<file path="config.mk">
export PLATFORM = sky130hd
export DESIGN_NAME = caption_latin_to_utf16_decoder_core
export DESIGN_NICKNAME = d
export VERILOG_FILES = /design/src/sv/cld_pkg.sv /design/src/sv/cld_front.sv /design/src/sv/cld_queue.sv /design/src/sv/cld_back.sv /design/src/sv/caption_latin_to_utf16_decoder_core.sv
export SDC_FILE = /design/constraint.sdc
export NUM_CORES = 1
export LEC_CHECK = 0
export ABC_AREA = 1
export BUFFER_PORTS_ARGS = -buffer_cell sky130_fd_sc_hd__buf_4
export CAP_MARGIN = 20
export CORE_ASPECT_RATIO = 1.2
export CORE_MARGIN = 3
export CORE_UTILIZATION = 40
export CTS_BUF_LIST = sky130_fd_sc_hd__clkbuf_8
export CTS_CLUSTER_DIAMETER = 100
export DETAILED_ROUTE_END_ITERATION = 12
export SYNTH_ARGS = -nofsm -noshare
export SYNTH_HDL_FRONTEND = slang
export SYNTH_SLANG_ARGS = --single-unit
</file>
<file path="constraint.sdc">
create_clock -name clk -period 11.3 [get_ports clk]
set_clock_uncertainty 0.05 [all_clocks]
set_input_delay 0.565 -clock clk [delete_from_list [all_inputs] [get_ports clk]]
set_output_delay 0.565 -clock clk [all_outputs]
set_load 0.05 [all_outputs]
</file>
<file path="src/sv/cld_pkg.sv">
// Package with shared types, constants and lookup tables for the caption decoder.
package cld_pkg;

	typedef enum logic [1:0] {
		SET_ALNUM   = 2'd0,
		SET_LATIN   = 2'd1,
		SET_SPECIAL = 2'd2,
		SET_DRCS    = 2'd3
	} gset_t;

	typedef enum logic [3:0] {
		PH_IDLE   = 4'd0,
		PH_ESC    = 4'd1,
		PH_DESIG  = 4'd2,
		PH_FINAL  = 4'd3,
		PH_ESC24  = 4'd4,
		PH_ESC24X = 4'd5,
		PH_FLC    = 4'd6,
		PH_TIM1   = 4'd7,
		PH_TIM2   = 4'd8
	} phase_t;

	localparam logic [1:0] REG_GL    = 2'd0;
	localparam logic [1:0] REG_GR    = 2'd1;
	localparam logic [1:0] REG_LIMIT = 2'd2;

	// One front-end transaction: up to three code units produced by one byte.
	typedef struct packed {
		logic [1:0]  cnt;
		logic [15:0] u0;
		logic [15:0] u1;
		logic [15:0] u2;
	} run_t;

	function automatic logic [15:0] latin_lut(input logic [6:0] i);
		logic [15:0] r;
		begin
			case (i)
				7'd4:  r = 16'h20AC;
				7'd6:  r = 16'h0160;
				7'd8:  r = 16'h0161;
				7'd20: r = 16'h017D;
				7'd24: r = 16'h017E;
				7'd28: r = 16'h0152;
				7'd29: r = 16'h0153;
				7'd30: r = 16'h0178;
				default: begin
					if (i == 7'd0 || i >= 7'd95)
						r = 16'h0000;
					else
						r = 16'h00A0 + {9'd0, i};
				end
			endcase
			latin_lut = r;
		end
	endfunction

	function automatic logic [15:0] special_lut(input logic [7:0] b);
		logic [15:0] r;
		begin
			case (b)
				8'h21: r = 16'h266A;
				8'h30: r = 16'h00A4;
				8'h31: r = 16'h00A6;
				8'h32: r = 16'h00A8;
				8'h33: r = 16'h00B4;
				8'h34: r = 16'h00B8;
				8'h35: r = 16'h00BC;
				8'h36: r = 16'h00BD;
				8'h37: r = 16'h00BE;
				8'h40: r = 16'h2026;
				8'h41: r = 16'h2588;
				8'h42: r = 16'h2018;
				8'h43: r = 16'h2019;
				8'h44: r = 16'h201C;
				8'h45: r = 16'h201D;
				8'h46: r = 16'h2022;
				8'h47: r = 16'h2122;
				8'h48: r = 16'h215B;
				8'h49: r = 16'h215C;
				8'h4A: r = 16'h215D;
				8'h4B: r = 16'h215E;
				default: r = 16'h0000;
			endcase
			special_lut = r;
		end
	endfunction

	function automatic gset_t final_to_set(input logic [7:0] f);
		begin
			if (f == 8'h4A)
				final_to_set = SET_ALNUM;
			else if (f == 8'h4C)
				final_to_set = SET_SPECIAL;
			else
				final_to_set = SET_LATIN;
		end
	endfunction

endpackage

</file>
<file path="src/sv/cld_front.sv">
// Front end: parses escape sequences, tracks G-set state and maps one byte to a run.
module cld_front (
	input  logic             clk,
	input  logic             arst_n,
	input  logic [7:0]       data_byte,
	input  logic             block_end,
	input  logic             in_fire,
	input  logic [1:0]       init_gl,
	input  logic [1:0]       init_gr,
	input  logic [15:0]      limit,
	output cld_pkg::run_t    run
);
	import cld_pkg::*;

	gset_t       dsets_q [4];
	gset_t       gl_q, gr_q, saved_gl_q;
	logic        ss_q, lim_q;
	phase_t      ph_q;
	logic [7:0]  held_q;
	logic [15:0] cnt_q;

	gset_t       ds [4];
	gset_t       gl, gr, sgl;
	logic        ss;
	phase_t      ph;
	logic [7:0]  held;
	logic [15:0] cnt;
	logic [1:0]  n;
	logic [15:0] u [3];

	// Decode of one byte in the idle phase; the escape path may run it up to twice.
	always_comb begin
		logic [7:0]  b [2];
		logic        bv [2];
		logic [15:0] v;
		logic        e;
		logic [15:0] ua [3];
		logic [1:0]  na;
		logic [1:0]  j;
		ds = dsets_q;
		gl = gl_q;
		gr = gr_q;
		sgl = saved_gl_q;
		ss = ss_q;
		ph = ph_q;
		held = held_q;
		cnt = cnt_q;
		ua[0] = 16'h0;
		ua[1] = 16'h0;
		ua[2] = 16'h0;
		na = 2'd0;
		b[0] = data_byte;
		b[1] = 8'h20;
		bv[0] = 1'b0;
		bv[1] = 1'b0;
		v = 16'h0;
		e = 1'b0;
		j = 2'd0;
		if (!lim_q) begin
			ph = PH_IDLE;
			unique case (ph_q)
				PH_ESC: begin
					if (data_byte == 8'h6E)
						gl = ds[2];
					else if (data_byte == 8'h6F)
						gl = ds[3];
					else if (data_byte == 8'h7E)
						gr = ds[1];
					else if (data_byte == 8'h7D)
						gr = ds[2];
					else if (data_byte == 8'h7C)
						gr = ds[3];
					else if (data_byte >= 8'h28 && data_byte <= 8'h2B) begin
						held = data_byte;
						ph = PH_DESIG;
					end else if (data_byte == 8'h24)
						ph = PH_ESC24;
					else
						bv[0] = 1'b1;
				end
				PH_DESIG: begin
					if (data_byte == 8'h20)
						ph = PH_FINAL;
					else
						ds[held_q[1:0]] = final_to_set(data_byte);
				end
				PH_FINAL: ds[held_q[1:0]] = final_to_set(data_byte);
				PH_ESC24: begin
					held = data_byte;
					ph = PH_ESC24X;
				end
				PH_ESC24X: begin
					if (data_byte == 8'h20) begin
						if (held_q >= 8'h28 && held_q <= 8'h2B)
							ph = PH_FINAL;
						else begin
							b[0] = held_q;
							bv[0] = 1'b1;
							bv[1] = 1'b1;
						end
					end else if (held_q >= 8'h29 && held_q <= 8'h2B)
						ds[held_q[1:0]] = final_to_set(data_byte);
					else begin
						ds[0] = final_to_set(held_q);
						bv[0] = 1'b1;
					end
				end
				PH_FLC: ph = PH_IDLE;
				PH_TIM1: ph = PH_TIM2;
				PH_TIM2: ph = PH_IDLE;
				default: bv[0] = 1'b1;
			endcase
			// The second pass sees a space; after ESC it prints, as an operand it is consumed.
			for (int k = 0; k < 2; k++) begin
				if (k == 1 && bv[1]) begin
					if (ph == PH_ESC)
						ph = PH_IDLE;
					else if (ph == PH_FLC) begin
						ph = PH_IDLE;
						bv[1] = 1'b0;
					end else if (ph == PH_TIM1) begin
						ph = PH_TIM2;
						bv[1] = 1'b0;
					end
				end
				if (bv[k] && ph == PH_IDLE) begin
					v = 16'h0;
					e = 1'b0;
					j = 2'd0;
					if (b[k] < 8'h20) begin
						case (b[k])
							8'h1B: ph = PH_ESC;
							8'h0F: gl = ds[0];
							8'h0E: gl = ds[1];
							8'h19, 8'h1D: begin
								sgl = gl;
								gl = (b[k] == 8'h19) ? ds[2] : ds[3];
								ss = 1'b1;
							end
							8'h0D: begin
								v = 16'h000D;
								e = 1'b1;
								j = 2'd1;
							end
							default: ;
						endcase
					end else if (b[k] < 8'h80) begin
						if (b[k] == 8'h20 || b[k] == 8'h7F)
							v = {8'h0, b[k]};
						else if (gl == SET_ALNUM)
							v = {8'h0, b[k]};
						else if (gl == SET_LATIN)
							v = latin_lut(7'(b[k] - 8'h20));
						else if (gl == SET_SPECIAL)
							v = special_lut(b[k]);
						e = (v != 16'h0) || b[k] == 8'h20 || b[k] == 8'h7F
							|| (gl == SET_ALNUM);
						if (ss) begin
							gl = sgl;
							ss = 1'b0;
						end
					end else if (b[k] < 8'hA0) begin
						if (b[k] == 8'h91)
							ph = PH_FLC;
						else if (b[k] == 8'h9D)
							ph = PH_TIM1;
					end else begin
						if (gr == SET_ALNUM) begin
							v = {8'h0, b[k] - 8'h80};
							e = 1'b1;
						end else if (gr == SET_LATIN) begin
							v = latin_lut(7'(b[k] - 8'hA0));
							e = (v != 16'h0);
						end
					end
					if (e && cnt < limit && na != 2'd3) begin
						ua[na] = v;
						na = na + 2'd1;
						cnt = cnt + 16'd1;
					end
					if (j != 2'd0 && cnt < limit && na != 2'd3) begin
						ua[na] = 16'h000A;
						na = na + 2'd1;
						cnt = cnt + 16'd1;
					end
				end
			end
		end
		u = ua;
		n = na;
	end

	assign run.cnt = n;
	assign run.u0 = u[0];
	assign run.u1 = u[1];
	assign run.u2 = u[2];

	always_ff @(posedge clk or negedge arst_n) begin
		if (!arst_n) begin
			dsets_q[0] <= SET_ALNUM;
			dsets_q[1] <= SET_ALNUM;
			dsets_q[2] <= SET_LATIN;
			dsets_q[3] <= SET_SPECIAL;
			gl_q <= SET_ALNUM;
			gr_q <= SET_LATIN;
			saved_gl_q <= SET_ALNUM;
			ss_q <= 1'b0;
			lim_q <= 1'b0;
			ph_q <= PH_IDLE;
			held_q <= 8'h0;
			cnt_q <= 16'h0;
		end else if (in_fire) begin
			if (block_end) begin
				dsets_q[0] <= SET_ALNUM;
				dsets_q[1] <= SET_ALNUM;
				dsets_q[2] <= SET_LATIN;
				dsets_q[3] <= SET_SPECIAL;
				gl_q <= gset_t'(init_gl);
				gr_q <= gset_t'(init_gr);
				saved_gl_q <= SET_ALNUM;
				ss_q <= 1'b0;
				lim_q <= 1'b0;
				ph_q <= PH_IDLE;
				held_q <= 8'h0;
				cnt_q <= 16'h0;
			end else begin
				dsets_q <= ds;
				gl_q <= gl;
				gr_q <= gr;
				saved_gl_q <= sgl;
				ss_q <= ss;
				ph_q <= ph;
				held_q <= held;
				cnt_q <= cnt;
				lim_q <= lim_q || (cnt >= limit);
			end
		end
	end

endmodule

</file>
<file path="src/sv/cld_queue.sv">
// Short queue of decoded runs between the front end and the output sequencer.
module cld_queue #(
	parameter int DEPTH = 2
) (
	input  logic          clk,
	input  logic          arst_n,
	input  logic          push,
	input  cld_pkg::run_t wdata,
	output logic          full,
	input  logic          pop,
	output logic          empty,
	output cld_pkg::run_t rdata
);
	import cld_pkg::*;

	localparam int AW = (DEPTH > 1) ? $clog2(DEPTH) : 1;

	run_t          mem_q [DEPTH];
	logic [AW-1:0] wp_q, rp_q;
	logic [AW:0]   cnt_q;

	assign full = (cnt_q == (AW + 1)'(DEPTH));
	assign empty = (cnt_q == '0);
	assign rdata = mem_q[rp_q];

	always_ff @(posedge clk) begin
		if (push && !full)
			mem_q[wp_q] <= wdata;
	end

	always_ff @(posedge clk or negedge arst_n) begin
		if (!arst_n) begin
			wp_q <= '0;
			rp_q <= '0;
			cnt_q <= '0;
		end else begin
			if (push && !full)
				wp_q <= (wp_q == AW'(DEPTH - 1)) ? '0 : wp_q + 1'b1;
			if (pop && !empty)
				rp_q <= (rp_q == AW'(DEPTH - 1)) ? '0 : rp_q + 1'b1;
			cnt_q <= cnt_q + (AW + 1)'(push && !full) - (AW + 1)'(pop && !empty);
		end
	end

endmodule

</file>
<file path="src/sv/cld_back.sv">
// Back end: sends the code units of each queued run one transaction at a time.
module cld_back (
	input  logic          clk,
	input  logic          arst_n,
	input  logic          empty,
	input  cld_pkg::run_t run,
	output logic          pop,
	output logic          m_axis_tvalid,
	input  logic          m_axis_tready,
	output logic [15:0]   m_axis_tdata,
	output logic          m_axis_tlast
);
	import cld_pkg::*;

	logic [1:0] idx_q;

	assign m_axis_tvalid = !empty && run.cnt != 2'd0;
	assign m_axis_tdata = (idx_q == 2'd0) ? run.u0 : (idx_q == 2'd1) ? run.u1 : run.u2;
	assign m_axis_tlast = (idx_q + 2'd1 == run.cnt);
	assign pop = !empty && (run.cnt == 2'd0 || (m_axis_tready && m_axis_tlast));

	always_ff @(posedge clk or negedge arst_n) begin
		if (!arst_n)
			idx_q <= 2'd0;
		else if (pop)
			idx_q <= 2'd0;
		else if (m_axis_tvalid && m_axis_tready)
			idx_q <= idx_q + 2'd1;
	end

endmodule

</file>
<file path="src/sv/caption_latin_to_utf16_decoder_core.sv">
// Top level of the Latin caption byte to UTF-16 decoder.
//  channel  | dir | payload
//  s_axis   | in  | tdata[7:0] data_byte, tlast block_end
//  m_axis   | out | tdata[15:0] code_unit, tlast last_of_run
//  cfg      | in  | cfg_index[1:0], cfg_data[15:0]
// A byte's run is queued when the byte is taken; its first code unit can leave the next cycle.
// The back end sends a run's code units in order and pops an empty run without sending any.
// Two queued runs absorb stalls; the input stalls only while both entries are held.
// Reset restores all decoder state and register defaults.
module caption_latin_to_utf16_decoder_core (
	input  logic        clk,
	input  logic        arst_n,
	input  logic        s_axis_tvalid,
	output logic        s_axis_tready,
	input  logic [7:0]  s_axis_tdata,   // [7:0] data_byte
	input  logic        s_axis_tlast,
	output logic        m_axis_tvalid,
	input  logic        m_axis_tready,
	output logic [15:0] m_axis_tdata,   // [15:0] code_unit
	output logic        m_axis_tlast,
	input  logic        cfg_valid,
	output logic        cfg_ready,
	input  logic [1:0]  cfg_index,
	input  logic [15:0] cfg_data
);
	import cld_pkg::*;

	logic [1:0]  gl_q, gr_q;
	logic [15:0] lim_q;
	logic        full, empty, pop, fire;
	run_t        wrun, rrun;

	assign cfg_ready = 1'b1;
	assign s_axis_tready = !full;
	assign fire = s_axis_tvalid && !full;

	always_ff @(posedge clk or negedge arst_n) begin
		if (!arst_n) begin
			gl_q <= 2'd0;
			gr_q <= 2'd1;
			lim_q <= 16'hFFFF;
		end else if (cfg_valid) begin
			case (cfg_index)
				REG_GL: gl_q <= cfg_data[1:0];
				REG_GR: gr_q <= cfg_data[1:0];
				REG_LIMIT: lim_q <= cfg_data;
				default: ;
			endcase
		end
	end

	cld_front u_front (
		.clk(clk), .arst_n(arst_n), .data_byte(s_axis_tdata), .block_end(s_axis_tlast),
		.in_fire(fire), .init_gl(gl_q), .init_gr(gr_q), .limit(lim_q), .run(wrun)
	);

	cld_queue #(.DEPTH(2)) u_queue (
		.clk(clk), .arst_n(arst_n), .push(fire), .wdata(wrun), .full(full),
		.pop(pop), .empty(empty), .rdata(rrun)
	);

	cld_back u_back (
		.clk(clk), .arst_n(arst_n), .empty(empty), .run(rrun), .pop(pop),
		.m_axis_tvalid(m_axis_tvalid), .m_axis_tready(m_axis_tready),
		.m_axis_tdata(m_axis_tdata), .m_axis_tlast(m_axis_tlast)
	);

endmodule

</file>
==> qor.yml <==
timing:
  max_freq_mhz: 94.8
  worstMarginPinSlew_ns: 0.985
  slew_violations: 0
  timing.setup.tns_ns: 0
  hold_violations: 0
  rsz0062_at_grt: "no"
  period_minus_slack_ns: 10.55
  period_share: 0.934
  finalSetupViolCount: 0
  slew_headroom: 0.343
clock_tree:
  clkLatencyLatePin_ns: 0.42
  cts_tree: "done"
  root_buffer: "clkbuf_8"
  cts.path.max_buffers: 2
  hold_buffers: 0
  cts.clk_slew.worst_paths_ns: 0.14
  cts_sinks: 104
  cts_resized: 0
  cts_buffers: 9
  htreeDepth: 3
logic_synthesis:
  synth_edf_count: 34
  async_reset_ff_frac: 0.673
  ys.flop_type: "dfrtp_1"
  ys_types: 66
  netlist_area_um2: 10100
  yosys_warnings: 0
  syn_avg_cell_area_um2: 6.91
  yosysSeqAreaShare: 0.277
  synth-seq-cells: 104
  netlist_instances: 1463
worst_setup_path:
  endpoint: "u_front.lim_q"
  crit_path_end_kind: "register"
  timing.rr.end: "u_front.lim_q"
  slowest_delay_ns: 0.65
  r2r_start: "u_front.ph_q[1]"
  path_class: "reg -> reg"
  startpoint: "u_front.ph_q[1]"
  critical-path-slowest-cell: "a2111oi_0"
  critPathMostFrequentCell: "a21oi_1"
  arrival_ns: 10.82
  cp-start-kind: "register"
  reg2reg_slack_ns: 0.75
  crit_required_ns: 11.57
  worst_r2r_path_depth: 56
  path_max_fanout: 29
job:
  timing.max_cap.violations: 0
drt:
  drt_iter0_markers: 855
  wl_per_cell_um: 16.9
  routed_wl_um: 30800
  dr.pass1.iters: 5
  ant_nets: 0
  drc_errors: 0
  vias: 10077
  vias_per_cell: 5.51
pwr:
  p_clk_frac: 0.103
  leakagePower_nw: 5.20
  p_int_w: 0.00110
  power.share.sequential: 0.258
  p_sw_frac: 0.549
  ir_drop_v: 0.0000893
  combPwrFrac: 0.639
  p_per_area_nw_per_um2: 222
  p_sw_w: 0.00134
floorplan:
  rows: 63
  ios: 52
  start_util: 0.407
  fp.dieH_um: 180
  core_area_um2: 24800
  dieArea_um2: 27200
  die_w_um: 151
cells_and_area:
  fin_nets: 1603
  final_area_um2: 11000
  n_antenna_cell: 0
  area_growth_pct: 8.48
  post-route-util: 0.442
  drive_above_1_share: 0.138
  n_fill_cell: 2634
worst_hold_path:
  hp-class: "in -> async"
place:
  port_buffers: 46
  gp_congestion: 0.938
  place_area_um2: 10700
  hpwl_um: 24200
outcome:
  outcome: "complete, no violations"
global_route:
  grt_pass1_vias: 9705
  grt_antenna_before_repair: 0
  overflow: 0
  grt_max_degree: 71
  grt_pass1_wl_um: 50100
  track_usage: 0.229
[cell families (layout without fill, tap and decap cells)]
| kind of cell | after synthesis | in the layout | share of synthesized area |
|---|---|---|---|
| flops | 104 | 104 | 0.277 |
| simple gates | 706 | 706 | 0.324 |
| buf+inv | 254 | 291 | 0.102 |
| compound gates | 290 | 290 | 0.176 |
| fa+ha+maj | 73 | 73 | 0.0903 |
| other cells | 2 | 5 | 0.000743 |
| mux | 2 | 2 | 0.00198 |
| xor+xnor | 32 | 32 | 0.0277 |
[how the worst min path moves through the flow]
stage	cells after the start	slack, ns	endpoint
2_1_floorplan	0	0.22	gl_q[0]
3_3_place_gp	2	0.42	gr_q[1]
3_5_place_dp	2	0.45	u_front.gl_q[0]
4_1_cts	1	0.27	u_front.cnt_q[0]
5_1_grt	1	0.30	u_front.cnt_q[4]
6_report	1	0.20	u_front.cnt_q[0]
[cells in the mapped netlist (all sizes together), types with 3 or more instances]
cell	instances	area (um^2)
nor3	37	226
nand2	344	1430
o211ai	18	135
xor2	29	254
nor2	168	704
o21bai	3	26.3
buf	20	150
clkbuf	19	71.3
dfrtp	50	1250
edfxtp	34	1020
o2111ai	8	70.1
a21oi	73	388
nand4	40	256
a211oi	5	37.5
o221ai	8	70.1
clkinv	4	15.0
dfstp	20	526
a21boi	3	33.8
a31oi	7	43.8
o21ai	126	676
inv	211	800
o22ai	15	93.8
nand3	97	528
a221oi	3	26.3
ha	73	913
and2	3	18.8
o21a	6	45.0
xnor2	3	26.3
nor4	12	75.1
[stage by stage]
| step | hold WS [ns] | std cells | power (W) | setup WS (ns) |
|---|---|---|---|---|
| 6_report | 0.201 | 1828 | 0.00244 | 0.747 |
| 5_1_grt | 0.296 | 1828 | 0.00267 | 0.0476 |
| 4_1_cts | 0.271 | 1823 | 0.00243 | 0.800 |
| 3_5_place_dp | 0.447 | 1807 | 0.00217 | 0.428 |
| 3_3_place_gp | 0.423 | 1807 | 0.00215 | 0.684 |
| 2_1_floorplan | 0.219 | 1466 | 0.00176 | 2.99 |
[cells in the final DEF (no fill, tap or decap), types with 9 or more instances in the layout]
master,n
nand2_1,306
inv_1,190
nor2_1,146
nand3_1,90
o21ai_0,89
ha_1,73
a21oi_1,71
buf_4,60
dfrtp_1,50
nand4_1,39
edfxtp_1,34
nand2_2,30
nor3_1,30
xor2_1,29
o21ai_1,27
nor2_2,20
dfstp_2,20
inv_2,18
o211ai_1,18
o22ai_1,15
nor4_1,12
o21ai_2,9
clkbuf_8,9
[worst max-delay path, delay by kind of cell, from the launching register on]
family / cells / cell delay (ns)
flops: 1 / 0.41
fa+ha+maj: 3 / 0.87
buf+inv: 8 / 1.45
compound gates: 22 / 4.29
simple gates: 23 / 3.36
[layer usage]
metal | vias to the layer above | wire length, um | track usage
met3 | 70 | 1630 | 0.0350
met1 | 4721 | 13300 | 0.291
met5 | - | 0 | 0
met4 | 0 | 1050 | 0.0838
met2 | 283 | 14800 | 0.390
li1 | 5003 | - | -
[flip-flops by register name, summed over array words and instances (netlist names), 4 cells and up]
signal / cells
lim_q: 16
u_front.cnt_q: 16
u_front.dsets_q: 8
u_front.held_q: 8
u_front.ph_q: 4
u_queue.mem_q: 34
[layout make-up]
cell class / count / area, um^2 / area share
sequential: 104 / 2800 / 0.255
multi-input combinational: 1108 / 6290 / 0.573
clock inverter: 7 / 86.3 / 0.00787
tap: 325 / 407 / 0.0371
inverter: 215 / 815 / 0.0743
timing repair buffer: 60 / 450 / 0.0411
clock buffer: 9 / 124 / 0.0113
[power by group through the flow]
stage	combinational, W	clock [W]	sequential [W]
floorplan	0.00118	0	0.000576
global placement	0.00152	0	0.000633
detailed placement	0.00154	0	0.000635
CTS	0.00154	0.000258	0.000627
global route	0.00176	0.000271	0.000640
finish	0.00156	0.000250	0.000629
[repair_timing]
| item | 4_1_cts | 5_1_grt |
|---|---|---|
| endpoints found under the hold margin | 0 | 0 |
| setup buffers | 0 | 4 |
| endpoints found under the setup margin | 0 | 1 |
Note: power is estimated with default switching activity, not from simulation.
